### config.mk
export PLATFORM = sky130hd
export DESIGN_NAME = bitmap_page_allocator_top
export DESIGN_NICKNAME = d
export VERILOG_FILES = /design/src/bpa_pkg.sv /design/src/bitmap_page_allocator_top.sv
export SDC_FILE = /design/constraint.sdc
export NUM_CORES = 2
export LEC_CHECK = 0
export ABC_CLOCK_PERIOD_IN_PS = 6400
export BUFFER_PORTS_ARGS = -buffer_cell sky130_fd_sc_hd__buf_2
export CAP_MARGIN = 0
export CORE_ASPECT_RATIO = 1.2
export CORE_MARGIN = 2
export CORE_UTILIZATION = 48
export DETAILED_ROUTE_END_ITERATION = 7
export PLACE_DENSITY = 0.66
export SYNTH_ARGS = -nofsm -noshare
export SYNTH_HDL_FRONTEND = slang
export SYNTH_SLANG_ARGS = --single-unit
### constraint.sdc
create_clock -name i_clk -period 6.4 [get_ports i_clk]
set_input_delay 0.64 -clock i_clk [delete_from_list [all_inputs] [get_ports i_clk]]
set_output_delay 0.64 -clock i_clk [all_outputs]
set_load 0.01 [all_outputs]
### src/bpa_pkg.sv
// ----------------------------------------------------------------------------
// bpa_pkg: shared types and constants of the bitmap page allocator
// Operation and status codes, word geometry of the used-page map.
// ----------------------------------------------------------------------------
package bpa_pkg;

    localparam int unsigned DEF_MAX_PAGES  = 4096;
    localparam int unsigned DEF_PAGE_BYTES = 4096;
    localparam int unsigned DEF_ADDR_WIDTH = 32;
    localparam int unsigned WORD_BITS      = 32;

    typedef enum logic [1:0] {
        FN_INIT  = 2'd0,
        FN_ALLOC = 2'd1,
        FN_FREE  = 2'd2,
        FN_NOP   = 2'd3
    } t_func;

    typedef enum logic [2:0] {
        ST_OK        = 3'd0,
        ST_ZERO_REQ  = 3'd1,
        ST_TOO_BIG   = 3'd2,
        ST_NO_RUN    = 3'd3,
        ST_NULL      = 3'd4,
        ST_OOB       = 3'd5,
        ST_TRUNC     = 3'd6,
        ST_RSVD      = 3'd7
    } t_status;

    typedef enum logic [1:0] {
        CFG_START = 2'd0,
        CFG_SIZE  = 2'd1,
        CFG_RSVD2 = 2'd2,
        CFG_RSVD3 = 2'd3
    } t_cfg_idx;

    typedef enum logic [2:0] {
        S_IDLE,
        S_CLEAR,
        S_SCAN,
        S_MARK,
        S_FREE,
        S_OUT
    } t_state;

endpackage

### src/bitmap_page_allocator_top.sv
// ----------------------------------------------------------------------------
// bitmap_page_allocator_top: first-fit contiguous page allocator
// Used-page bitmap in a memory of WORD_BITS-bit words, walked bit by bit.
// ----------------------------------------------------------------------------
// Usage:
//  - Config channel (i_cfg_valid/o_cfg_ready, i_cfg_index, i_cfg_data) sets
//    pool_start (0) and pool_size (1); they take effect at the next init.
//  - Slave stream carries one command beat: func, page_count, address.
//  - Master stream returns one result beat: status, block_address,
//    pages_done. The result waits in an output register while stalled; the
//    block takes no new command until it has been taken.
//  - Init: the map is cleared one map word per cycle, then the map pages
//    are marked (1 page for the default pool).
//  - Alloc: the map is walked one page bit at a time through the single
//    word read port (read, then examine) up to pool_pages, then the found
//    run is marked.
//  - Free: pages are cleared one at a time (read-modify-write).
//  - Reset clears the map by a sweep over all map words, during which no
//    command beat is accepted; config writes are always taken.
// ----------------------------------------------------------------------------
module bitmap_page_allocator_top
    import bpa_pkg::*;
#(
    parameter int unsigned MAX_PAGES  = DEF_MAX_PAGES,
    parameter int unsigned PAGE_BYTES = DEF_PAGE_BYTES,
    parameter int unsigned ADDR_WIDTH = DEF_ADDR_WIDTH
) (
    input  logic        i_clk,
    input  logic        i_rst_n,
    input  logic        i_cfg_valid,
    output logic        o_cfg_ready,
    input  logic [1:0]  i_cfg_index,
    input  logic [31:0] i_cfg_data,
    input  logic        s_axis_tvalid,
    output logic        s_axis_tready,
    // [1:0] func, [17:2] page_count, [49:18] address, [55:50] zero
    input  logic [55:0] s_axis_tdata,
    output logic        m_axis_tvalid,
    input  logic        m_axis_tready,
    // [2:0] status, [34:3] block_address, [50:35] pages_done, [55:51] zero
    output logic [55:0] m_axis_tdata
);
    localparam int unsigned PW    = $clog2(MAX_PAGES + 1);  // page count width
    localparam int unsigned IW    = $clog2(MAX_PAGES);      // page index width
    localparam int unsigned NWORD = (MAX_PAGES + WORD_BITS - 1) / WORD_BITS;
    localparam int unsigned WW    = (NWORD > 1) ? $clog2(NWORD) : 1;
    localparam int unsigned BW    = $clog2(WORD_BITS);
    localparam int unsigned OW    = $clog2(PAGE_BYTES);
    localparam int unsigned XW    = ADDR_WIDTH + 1;         // unmasked sum width
    localparam int unsigned MAPPW = ((MAX_PAGES + 7) / 8 + PAGE_BYTES - 1) / PAGE_BYTES + 1;
    localparam int unsigned MW    = $clog2(MAPPW + 1);
    localparam logic [ADDR_WIDTH-1:0] AMASK = ADDR_WIDTH'(PAGE_BYTES - 1);

    // Configuration
    logic [31:0] r_start, r_size;
    assign o_cfg_ready = 1'b1;
    always_ff @(posedge i_clk) begin
        if (!i_rst_n) begin
            r_start <= '0;
            r_size  <= '0;
        end else if (i_cfg_valid) begin
            unique case (t_cfg_idx'(i_cfg_index))
                CFG_START: r_start <= i_cfg_data;
                CFG_SIZE:  r_size  <= i_cfg_data;
                default:   ;
            endcase
        end
    end

    // Map memory
    logic [WORD_BITS-1:0] r_mem [NWORD];
    logic [WORD_BITS-1:0] r_rdata;
    logic                 mem_we;
    logic [WW-1:0]        mem_waddr, mem_raddr;
    logic [WORD_BITS-1:0] mem_wdata;
    always_ff @(posedge i_clk) begin
        if (mem_we) r_mem[mem_waddr] <= mem_wdata;
        r_rdata <= r_mem[mem_raddr];
    end

    // Control and pool state
    t_state r_state, n_state;
    logic [ADDR_WIDTH-1:0] r_base;
    logic [PW-1:0]  r_pages;
    logic [IW:0]    r_idx;       // current page, one extra bit for end
    logic [IW:0]    r_end;       // bound of the current walk
    logic [IW:0]    r_first;
    logic [16:0]    r_run;
    logic [15:0]    r_count;
    logic           r_phase;     // 0 read issued, 1 data valid
    logic           r_mark;      // clear sweep followed by map marking
    logic [2:0]     r_st;
    logic [31:0]    r_addr_o;
    logic [15:0]    r_done;
    logic [WW:0]    r_wcnt;

    logic [1:0]  in_func;
    logic [15:0] in_cnt;
    logic [31:0] in_addr;
    assign in_func = s_axis_tdata[1:0];
    assign in_cnt  = s_axis_tdata[17:2];
    assign in_addr = s_axis_tdata[49:18];

    assign s_axis_tready = (r_state == S_IDLE);
    assign m_axis_tvalid = (r_state == S_OUT);
    assign m_axis_tdata  = {5'd0, r_done, r_addr_o, r_st};

    logic [IW-1:0] cur;
    logic [BW-1:0] bsel;
    logic          cur_bit;
    assign cur     = r_idx[IW-1:0];
    assign bsel    = BW'(cur % WORD_BITS);
    assign cur_bit = r_rdata[bsel];

    // Init arithmetic, one add/compare chain on the configured values
    logic [ADDR_WIDTH-1:0] st_a, rem, shift, base_n;
    logic [32:0]           size_n;
    logic [32:0]           npg_raw;
    logic [PW-1:0]         npg;
    logic [PW+3:0]         mbytes;
    logic [MW-1:0]         mpages;
    always_comb begin
        st_a    = ADDR_WIDTH'(r_start);
        rem     = st_a & AMASK;
        shift   = (rem != '0) ? ADDR_WIDTH'(PAGE_BYTES) - rem : '0;
        size_n  = ({1'b0, r_size} > 33'(shift)) ? {1'b0, r_size} - 33'(shift) : '0;
        base_n  = st_a + shift;
        npg_raw = size_n >> OW;
        npg     = (npg_raw > 33'(MAX_PAGES)) ? PW'(MAX_PAGES) : PW'(npg_raw);
        mbytes  = ((PW+4)'(npg) + (PW+4)'(7)) >> 3;
        mpages  = MW'((mbytes + (PW+4)'(PAGE_BYTES - 1)) >> OW);
    end

    // Free bounds: unmasked range compare
    logic [XW+PW:0] pend;
    logic           out_lo, out_hi;
    logic [ADDR_WIDTH-1:0] rel;
    logic [IW:0]    ffirst;
    logic [IW+16:0] fsum;
    always_comb begin
        pend   = (XW+PW+1)'(r_base) + ((XW+PW+1)'(r_pages) << OW);
        out_lo = ADDR_WIDTH'(in_addr) < r_base;
        out_hi = (XW+PW+1)'(in_addr) >= pend;
        rel    = ADDR_WIDTH'(in_addr) - r_base;
        ffirst = (IW+1)'(rel >> OW);
        fsum   = (IW+17)'(ffirst) + (IW+17)'(in_cnt);
    end

    // Next state
    always_comb begin
        n_state = r_state;
        unique case (r_state)
            S_IDLE: if (s_axis_tvalid) begin
                unique case (t_func'(in_func))
                    FN_INIT:  n_state = S_CLEAR;
                    FN_ALLOC: n_state = (in_cnt == 0 || 17'(in_cnt) > 17'(r_pages)) ? S_OUT
                                       : S_SCAN;
                    FN_FREE:  n_state = (in_addr == 0 || out_lo || out_hi) ? S_OUT : S_FREE;
                    default:  n_state = S_OUT;
                endcase
            end
            S_CLEAR: if (r_wcnt == (WW+1)'(NWORD - 1))
                         n_state = r_mark ? S_MARK : S_IDLE;
            S_SCAN:  if (r_idx >= r_end) n_state = S_OUT;
                     else if (r_phase && !cur_bit && r_run + 17'd1 == 17'(r_count))
                         n_state = S_MARK;
            S_MARK:  if (r_idx >= r_end) n_state = S_OUT;
            S_FREE:  if (r_idx >= r_end) n_state = S_OUT;
            S_OUT:   if (m_axis_tready) n_state = S_IDLE;
            default: n_state = S_IDLE;
        endcase
    end

    // Memory port control
    always_comb begin
        mem_we    = 1'b0;
        mem_waddr = WW'(cur / WORD_BITS);
        mem_raddr = WW'(cur / WORD_BITS);
        mem_wdata = r_rdata;
        unique case (r_state)
            S_CLEAR: begin
                mem_we    = 1'b1;
                mem_waddr = r_wcnt[WW-1:0];
                mem_wdata = '0;
            end
            S_MARK, S_FREE: if (r_phase && r_idx < r_end) begin
                mem_we          = 1'b1;
                mem_wdata[bsel] = (r_state == S_MARK);
            end
            default: ;
        endcase
    end

    // Sequencer registers
    always_ff @(posedge i_clk) begin
        if (!i_rst_n) begin
            r_state <= S_CLEAR;
            r_mark  <= 1'b0;
            r_wcnt  <= '0;
            r_base  <= '0;
            r_pages <= '0;
            r_phase <= 1'b0;
        end else begin
            r_state <= n_state;
            unique case (r_state)
                S_IDLE: if (s_axis_tvalid) begin
                    r_phase  <= 1'b0;
                    r_run    <= '0;
                    r_count  <= in_cnt;
                    unique case (t_func'(in_func))
                        FN_INIT: begin
                            r_st     <= ST_OK;
                            r_idx    <= '0;
                            r_wcnt   <= '0;
                            r_mark   <= 1'b1;
                            r_base   <= base_n;
                            r_pages  <= npg;
                            r_end    <= ((IW+1)'(mpages) > (IW+1)'(MAX_PAGES))
                                        ? (IW+1)'(MAX_PAGES) : (IW+1)'(mpages);
                            r_addr_o <= 32'(base_n + (ADDR_WIDTH'(mpages) << OW));
                            r_done   <= 16'(npg);
                        end
                        FN_ALLOC: begin
                            r_idx    <= '0;
                            r_addr_o <= '0;
                            r_done   <= '0;
                            r_end    <= (IW+1)'(r_pages);
                            if (in_cnt == 0) r_st <= ST_ZERO_REQ;
                            else if (17'(in_cnt) > 17'(r_pages)) r_st <= ST_TOO_BIG;
                            else r_st <= ST_OK;
                        end
                        FN_FREE: begin
                            r_idx    <= ffirst;
                            r_addr_o <= '0;
                            if (in_addr == 0) begin
                                r_st   <= ST_NULL;
                                r_done <= '0;
                            end else if (out_lo || out_hi) begin
                                r_st   <= ST_OOB;
                                r_done <= '0;
                            end else if (fsum > (IW+17)'(r_pages)) begin
                                r_st   <= ST_TRUNC;
                                r_end  <= (IW+1)'(r_pages);
                                r_done <= 16'(r_pages - PW'(ffirst));
                            end else begin
                                r_st   <= ST_OK;
                                r_end  <= (IW+1)'(fsum);
                                r_done <= in_cnt;
                            end
                        end
                        default: begin
                            r_st     <= ST_OK;
                            r_idx    <= '0;
                            r_addr_o <= '0;
                            r_done   <= '0;
                        end
                    endcase
                end
                S_CLEAR: r_wcnt <= r_wcnt + 1'b1;
                S_SCAN: begin
                    r_phase <= ~r_phase;
                    if (r_idx >= r_end) begin
                        r_st <= ST_NO_RUN;
                    end else if (r_phase) begin
                        if (cur_bit) r_run <= '0;
                        else begin
                            if (r_run == 0) r_first <= r_idx;
                            r_run <= r_run + 1'b1;
                            if (r_run + 17'd1 == 17'(r_count)) begin
                                r_addr_o <= 32'(r_base + (ADDR_WIDTH'(
                                    (r_run == 0) ? r_idx : r_first) << OW));
                                r_done   <= r_count;
                                r_end    <= r_idx + 1'b1;
                                r_idx    <= (r_run == 0) ? r_idx : r_first;
                            end else r_idx <= r_idx + 1'b1;
                        end
                        if (cur_bit) r_idx <= r_idx + 1'b1;
                    end
                end
                S_MARK, S_FREE: begin
                    r_mark  <= 1'b0;
                    r_phase <= ~r_phase;
                    if (r_phase) r_idx <= r_idx + 1'b1;
                end
                default: ;
            endcase
        end
    end

    // Assertions
    a_out_hold: assert property (@(posedge i_clk) disable iff (!i_rst_n)
        m_axis_tvalid && !m_axis_tready |=> m_axis_tvalid)
        else $error("result dropped under stall");
    a_busy: assert property (@(posedge i_clk) disable iff (!i_rst_n)
        !(s_axis_tready && m_axis_tvalid))
        else $error("command taken with result pending");
    a_mark_bound: assert property (@(posedge i_clk) disable iff (!i_rst_n)
        r_state == S_SCAN |-> r_end <= (IW+1)'(MAX_PAGES))
        else $error("scan bound past map");
endmodule
== Word-level counts from Yosys, hierarchy flattened ==
Memories as Yosys holds them, arrays and structs flattened. A register that Yosys moved wholly into a read port is not among the register bits.
Index checks and enable logic that the tools add are counted.

* Add/subtract/negate cells: 14
* Magnitude comparators: 11
* Eq/ne operators: 25
* Multiplexer cells: 86
* Bitwise logic cells: 3
* Reduce and logical (&&, ||, !) cells: 37

{| class="wikitable"
|+ Operators by type and width
! kind !! number
|-
| 32-bit 2-to-1 mux || 8
|-
| 13-bit 2-to-1 mux || 19
|-
| 16-bit 2-to-1 mux || 8
|-
| 32-bit one-hot mux with 2 select lines || 2
|-
| 13-bit one-hot mux with 3 select lines || 2
|-
| 17-bit 2-to-1 mux || 4
|-
| 16-bit one-hot mux with 2 select lines || 2
|-
| 3-bit 2-to-1 mux || 12
|-
| 17-bit one-hot mux with 2 select lines || 1
|-
| 32-bit by 25-bit adder with 33-bit output || 1
|-
| 32-bit by 33-bit >= comparator with 1-bit output || 1
|-
| 33-bit 2-to-1 mux || 1
|-
| 32-bit by 32-bit subtractor with 33-bit output || 1
|-
| 32-bit by 13-bit adder with 32-bit output || 1
|-
| 32-bit by 25-bit adder with 32-bit output || 1
|-
| 32-bit adder || 1
|-
| 32-bit bitwise mux || 1
|-
| 32-bit greater-than comparator || 1
|-
| 32-bit logical NOT || 1
|-
| 32-bit less-than comparator || 1
|-
| 32-bit nonzero test || 1
|-
| 13-bit one-hot mux with 2 select lines || 1
|-
| 25-bit subtractor || 1
|-
| 21-bit by 13-bit greater-than comparator with 1-bit output, second input constant || 1
|-
| 56 further kinds || 103
|}

* Flip-flop bits (word level): 245
* Memory bits (writable): 4,096
* Memories kept: 1

{| class="wikitable"
|+ Memory list
! name !! words !! width !! rd ports !! clocked after memory_dff !! wr ports !! line !! source
|-
| r_mem || 128 || 32 || 1 || 1 || 1 || bitmap_page_allocator_top.sv:71 || <nowiki>logic [WORD_BITS-1:0] r_mem [NWORD];</nowiki>
|}

== Depth between registers and ports, before layout ==
* Depth in word-level cells: 13
* Depth in mapped cells: 32
* Depth with buffers taken out: 31

== Worst setup path before layout ==
Ideal clock, no wire load.

* Path type: reg-to-reg
* Start point: register r_idx[0]
* End point: memory r_mem[0][29] (data pin)
* Setup time: 0.889 ns
* Arrival: 5.730 ns
* Slack: -0.219 ns
* Cell stages (with the launch flop): 13
* Cells stage by stage: edfxtp_1 -> buf_2 -> inv_1 -> ha_1 -> nand2b_1 -> a21oi_1 -> o31a_1 -> o21ai_0 -> nand3_1 -> nor2_1 -> a21o_1 -> nand2_1 -> a21oi_1

* Cells in the longest elaborated chain, start to end: 7
* Elaborated cells between the ends (all ways): 10

{| class="wikitable"
|+ RTL lines
! what !! line !! source
|-
| start, declared || bitmap_page_allocator_top.sv:85 || <nowiki>logic [IW:0] r_idx;</nowiki>
|-
| start signal, assigned || bitmap_page_allocator_top.sv:233 || <nowiki>r_idx <= ffirst;</nowiki>
|-
| start signal, assigned || bitmap_page_allocator_top.sv:274 || <nowiki>r_idx <= (r_run == 0) ? r_idx : r_first;</nowiki>
|-
| start signal, assigned || bitmap_page_allocator_top.sv:275 || <nowiki>end else r_idx <= r_idx + 1'b1;</nowiki>
|-
| 5-bit by 6-bit less-than comparator with 1-bit output (not written as such) / 5-bit by 1-bit >= comparator with 1-bit output (equally long branches) || bitmap_page_allocator_top.sv:188 || <nowiki>mem_wdata[bsel] = (r_state == S_MARK);</nowiki>
|-
| 1-bit logical AND (not written as such) || bitmap_page_allocator_top.sv:188 ||
|-
| 1-bit 2-to-1 mux (not written as such) || bitmap_page_allocator_top.sv:188 ||
|-
| 1-bit demux with 5-bit select || bitmap_page_allocator_top.sv:188 ||
|-
| 32-bit bitwise mux || bitmap_page_allocator_top.sv:188 ||
|-
| 32-bit 2-to-1 mux (*) || bitmap_page_allocator_top.sv:186 || <nowiki>S_MARK, S_FREE: if (r_phase && r_idx < r_end) begin</nowiki>
|-
| 32-bit one-hot mux with 2 select lines (*) || bitmap_page_allocator_top.sv:180 || <nowiki>unique case (r_state)</nowiki>
|-
| net mem_wdata[29] || bitmap_page_allocator_top.sv:75 || <nowiki>logic [WORD_BITS-1:0] mem_wdata;</nowiki>
|-
| end, declared || bitmap_page_allocator_top.sv:71 ||
|}

Mark *: on every way through the listed nets, which the timed path passes. The rest lies on a longest branch.

== Worst setup path after layout ==
* Start point: register r_base[6]
* End point: register r_end[8] (data pin)

* Cells in the longest elaborated chain, start to end: 9

{| class="wikitable"
|+ RTL lines
! what !! line !! source
|-
| start, declared || bitmap_page_allocator_top.sv:83 || <nowiki>logic [ADDR_WIDTH-1:0] r_base;</nowiki>
|-
| start signal, assigned || bitmap_page_allocator_top.sv:216 || <nowiki>r_base <= base_n;</nowiki>
|-
| 25-bit subtractor (*) || bitmap_page_allocator_top.sv:144 || <nowiki>rel = ADDR_WIDTH'(in_addr) - r_base;</nowiki>
|-
| 13-bit by 16-bit adder with 17-bit output (*) || bitmap_page_allocator_top.sv:146 || <nowiki>fsum = (IW+17)'(ffirst) + (IW+17)'(in_cnt);</nowiki>
|-
| 17-bit by 13-bit greater-than comparator with 1-bit output || bitmap_page_allocator_top.sv:241 || <nowiki>end else if (fsum > (IW+17)'(r_pages)) begin</nowiki>
|-
| 13-bit 2-to-1 mux (*) || bitmap_page_allocator_top.sv:241 ||
|-
| 13-bit 2-to-1 mux (*) || bitmap_page_allocator_top.sv:238 || <nowiki>end else if (out_lo || out_hi) begin</nowiki>
|-
| 13-bit 2-to-1 mux (*) || bitmap_page_allocator_top.sv:235 || <nowiki>if (in_addr == 0) begin</nowiki>
|-
| 13-bit one-hot mux with 3 select lines (*) || bitmap_page_allocator_top.sv:210 || <nowiki>unique case (t_func'(in_func))</nowiki>
|-
| 13-bit 2-to-1 mux (*) || bitmap_page_allocator_top.sv:206 || <nowiki>S_IDLE: if (s_axis_tvalid) begin</nowiki>
|-
| 13-bit one-hot mux with 2 select lines (*) || bitmap_page_allocator_top.sv:205 || <nowiki>unique case (r_state)</nowiki>
|-
| end signal, assigned || bitmap_page_allocator_top.sv:218 || <nowiki>r_end <= ((IW+1)'(mpages) > (IW+1)'(MAX_PAGES))</nowiki>
|-
| end signal, assigned || bitmap_page_allocator_top.sv:243 || <nowiki>r_end <= (IW+1)'(r_pages);</nowiki>
|-
| end signal, assigned || bitmap_page_allocator_top.sv:247 || <nowiki>r_end <= (IW+1)'(fsum);</nowiki>
|-
| end, declared || bitmap_page_allocator_top.sv:86 || <nowiki>logic [IW:0] r_end;</nowiki>
|}

Every way passes the cells marked *; elsewhere a longest branch is shown, timed or not. The select of a mux whose other input is x is not followed.
A chain may end at the register's enable or synchronous reset.

==> flow_summary_export.csv <==
group,metric,value,unit
clocking,cts_max_level,5,
route,vias_per_cell,6.35,
power,power.leakage,65.8,nW
critical_path,reg2regPathDepth,35,
critical_path,arrival,6.91,ns
placed_design,gp_congestion,0.950,
critical_path,crit_top_cell,"buf_4",
route,drc,0,
global_route,grt_usage,26.9,%
power,p_comb_share,9.9,%
cells_and_area,fin_util,55.0,%
placed_design,dp_hpwl,300000,µm
critical_path,cpPeakStageDelay,0.38,ns
global_route,grt_first_pass_wirelength,711000,µm
global_route,grt_max_degree,129,
status,status,"finished clean",
sta,setup_violations,0,
floorplanning,num_rows,244,
critical_path,end_kind,"flip-flop",
critical_path,cpLargestDelayFamily,"compound AO/OA/AOI/OAI gates",
route,drt_iter0_drc,11601,
sta,post-route-period-util,97.0,%
cells_and_area,fin_nets,10044,
route,ant_nets,0,
synthesis,ys_warn_count,0,
sta,worst_pin_slew,1.41,ns
route,wl,509000,µm
sta,fin_worst_skew,0.0770,ns
floorplanning,initial_core_util,48.1,%
power,clkPwrFrac,38.3,%
global_route,overflow,0,
sta,slew-limit-headroom,5.28,%
synthesis,ys_ff_latch,4373,
cells_and_area,finalInstanceArea,202000,µm²
clocking,cts.reportedPaths.clkPinSlew,0.07,ns
power,power.density,320,nW/µm²
critical_path,crit_cells,35,
synthesis,syn_inst,9153,
placed_design,numPortBuffers,141,
floorplanning,die_x,558,µm
floorplanning,dieArea,373000,µm²
clocking,cts_buffers,419,
min_path,holdCritPathClass,"input pin to flip-flop",
sta,rsz0062_at_grt,"yes",
synthesis,synthFlopType,"edfxtp_1",
cells_and_area,area_growth,14.3,%
synthesis,netlist_area,177000,µm²
synthesis,synth-edff-count,4219,
route,post_drt_wl_per_cell,33.6,µm
floorplanning,core,367000,µm²
placed_design,postPlaceCellArea,187000,µm²
global_route,first_global_vias,95147,
global_route,antenna_found_initial,32,
clocking,cts_tree,"done",
synthesis,avgSynthCellArea,19.3,µm²
placed_design,place_ws,-0.791,ns
critical_path,worstSetupPathType,"flip-flop to flip-flop",
synthesis,async_reset_ff_share,0,%
synthesis,synth.distinct_cells,102,
clocking,insertion_delay,1.00,ns
floorplanning,die_h,669,µm
critical_path,cp_num_buf_inv,8,
sta,hold_violations,0,
sta,max_freq,0.161,GHz
synthesis,yosysSeqAreaShare,73.5,%
power,intPower,49.0,mW
sta,drv_slew,0,
clocking,numClockSinks,4373,
critical_path,cp_data_required_time,7.10,ns
sta,setup_tns,0,ns
floorplanning,pin_count,154,
clocking,clk_path_buf_depth,4,
flow_run,drv_cap,0,
critical_path,slowest_stage,"fa_2",
power,seqPwrFrac,51.8,%
sta,setup_ws,0.189,ns
sta,timing.hold.ws,0.107,ns
cells_and_area,layout-drive-gt1-share,25.2,%
critical_path,start_kind,"flip-flop",
power,p_sw_share,24.2,%
clocking,cts-root-buf,"clkbuf_16",
min_path,min_path_cells,2,
power,ir_worst_vdd,0.227,mV
route,dr.pass1.iters,8,
power,switching_power,15.6,mW
route,vias,96129,
critical_path,cp_max_fo,5,
sta,fin_crit,6.21,ns
[cell usage in the layout (no fill, tap or decap), types with 73 or more instances in the layout]
cell,Yosys,layout
nor2_1,335,203
edfxtp_1,4219,4219
a21o_1,92,92
o22ai_1,165,165
diode_2,0,105
buf_4,22,443
xor2_1,74,73
nor2_4,0,129
clkinv_1,1,80
mux2i_1,362,362
clkbuf_1,288,100
clkbuf_16,0,425
a21oi_1,305,264
mux4_2,1020,1020
a211oi_1,109,100
nand3_1,84,78
o21ai_0,224,216
nand2_1,377,376
ha_1,183,178
inv_1,143,138
dfxtp_1,154,150
buf_2,100,141
xnor2_1,102,101
o221ai_1,174,173
[state kept, by name, summed over array words and instances, names as in the netlist]
name,cells
r_pages,13
r_addr_o,32
r_wcnt,8
r_size,32
r_run,17
r_phase,1
r_mem,4096
r_count,16
r_start,32
r_idx,13
r_end,13
r_base,32
r_first,13
r_state,3
r_rdata,32
r_done,16
r_st,3
r_mark,1
[cell usage after synthesis (92+ instances only)]
cell      count  area share, %
ha_1        183            1.3
buf_1        93           0.20
inv_1       143           0.30
a211oi_1    109           0.46
o221ai_1    174           0.86
dfxtp_1     154            1.7
buf_2       100           0.28
edfxtp_1   4219             72
mux2i_1     362            2.1
xnor2_1     102           0.51
nand2_1     377           0.80
o21ai_0     224           0.63
a21oi_1     305           0.86
clkbuf_1    288           0.61
mux4_2     1020             13
nor2_1      335           0.71
o22ai_1     165           0.58
a21o_1       92           0.39
[layer usage]
layer	global-route usage, %	vias up	routed length, µm
li1	-	39169	-
met1	34.6	51062	187000
met2	44.4	4946	250000
met3	4.01	950	40700
met4	14.5	2	30800
met5	0	-	13
[layout make-up]
type,count,area (µm²)
antenna,105,263
clock buffer,535,11100
clock inverter,240,2440
fill,27654,165000
inverter,145,553
multi-input combinational,4138,46000
sequential,4373,130000
tap,4920,6160
timing repair buffer,685,5570
[power groups by stage]
stage | logic (mW) | clock network, mW | registers [mW]
2_1_floorplan | 3.03 | 0 | 34.3
3_3_place_gp | 6.06 | 0 | 34.0
3_5_place_dp | 6.24 | 0 | 34.1
4_1_cts | 6.30 | 25.0 | 33.5
5_1_grt | 6.68 | 26.1 | 33.5
6_report | 6.38 | 24.7 | 33.5
[worst paths after layout]
kind / slack, ns / to / start
max: 0.19 / r_end[8]$_DFFE_PP_ / r_base[6]$_SDFFE_PN0P_
min: 0.11 / r_mark$_SDFFE_PN0P_ / i_rst_n
max reg2reg: 0.19 / r_end[8]$_DFFE_PP_ / r_base[6]$_SDFFE_PN0P_
min reg2reg: 0.45 / r_base[4]$_SDFFE_PN0P_ / r_base[4]$_SDFFE_PN0P_
[through the flow]
step	cells	total power, mW
final	15141	64.6
after global routing	15131	66.2
after detailed placement	14198	40.3
after floorplan	9159	37.3
after global placement	14198	40.1
after CTS	15025	64.8
[what timing repair did]
action | CTS | global route
setup buffers | 4 | 9
hold endpoints to repair | 80 | 0
hold buffers | 48 | 0
gates cloned | 0 | 2
setup endpoints to repair | 30 | 38
resized for setup | 19 | 40
pin swaps | 11 | 36
[cell families (layout without fill, tap and decap cells)]
| group | Yosys count | count (layout) | share of synthesized area (%) |
|---|---|---|---|
| buf+inv | 649 | 1605 | 1.50 |
| other cells | 2 | 113 | 0.00425 |
| flops | 4373 | 4373 | 73.5 |
| compound gates | 1253 | 1253 | 4.73 |
| mux | 1397 | 1397 | 15.1 |
| xor+xnor | 176 | 176 | 0.872 |
| fa+ha+maj | 187 | 187 | 1.34 |
| simple gates | 1116 | 1117 | 2.95 |
Power figures use the tool's default switching activity.
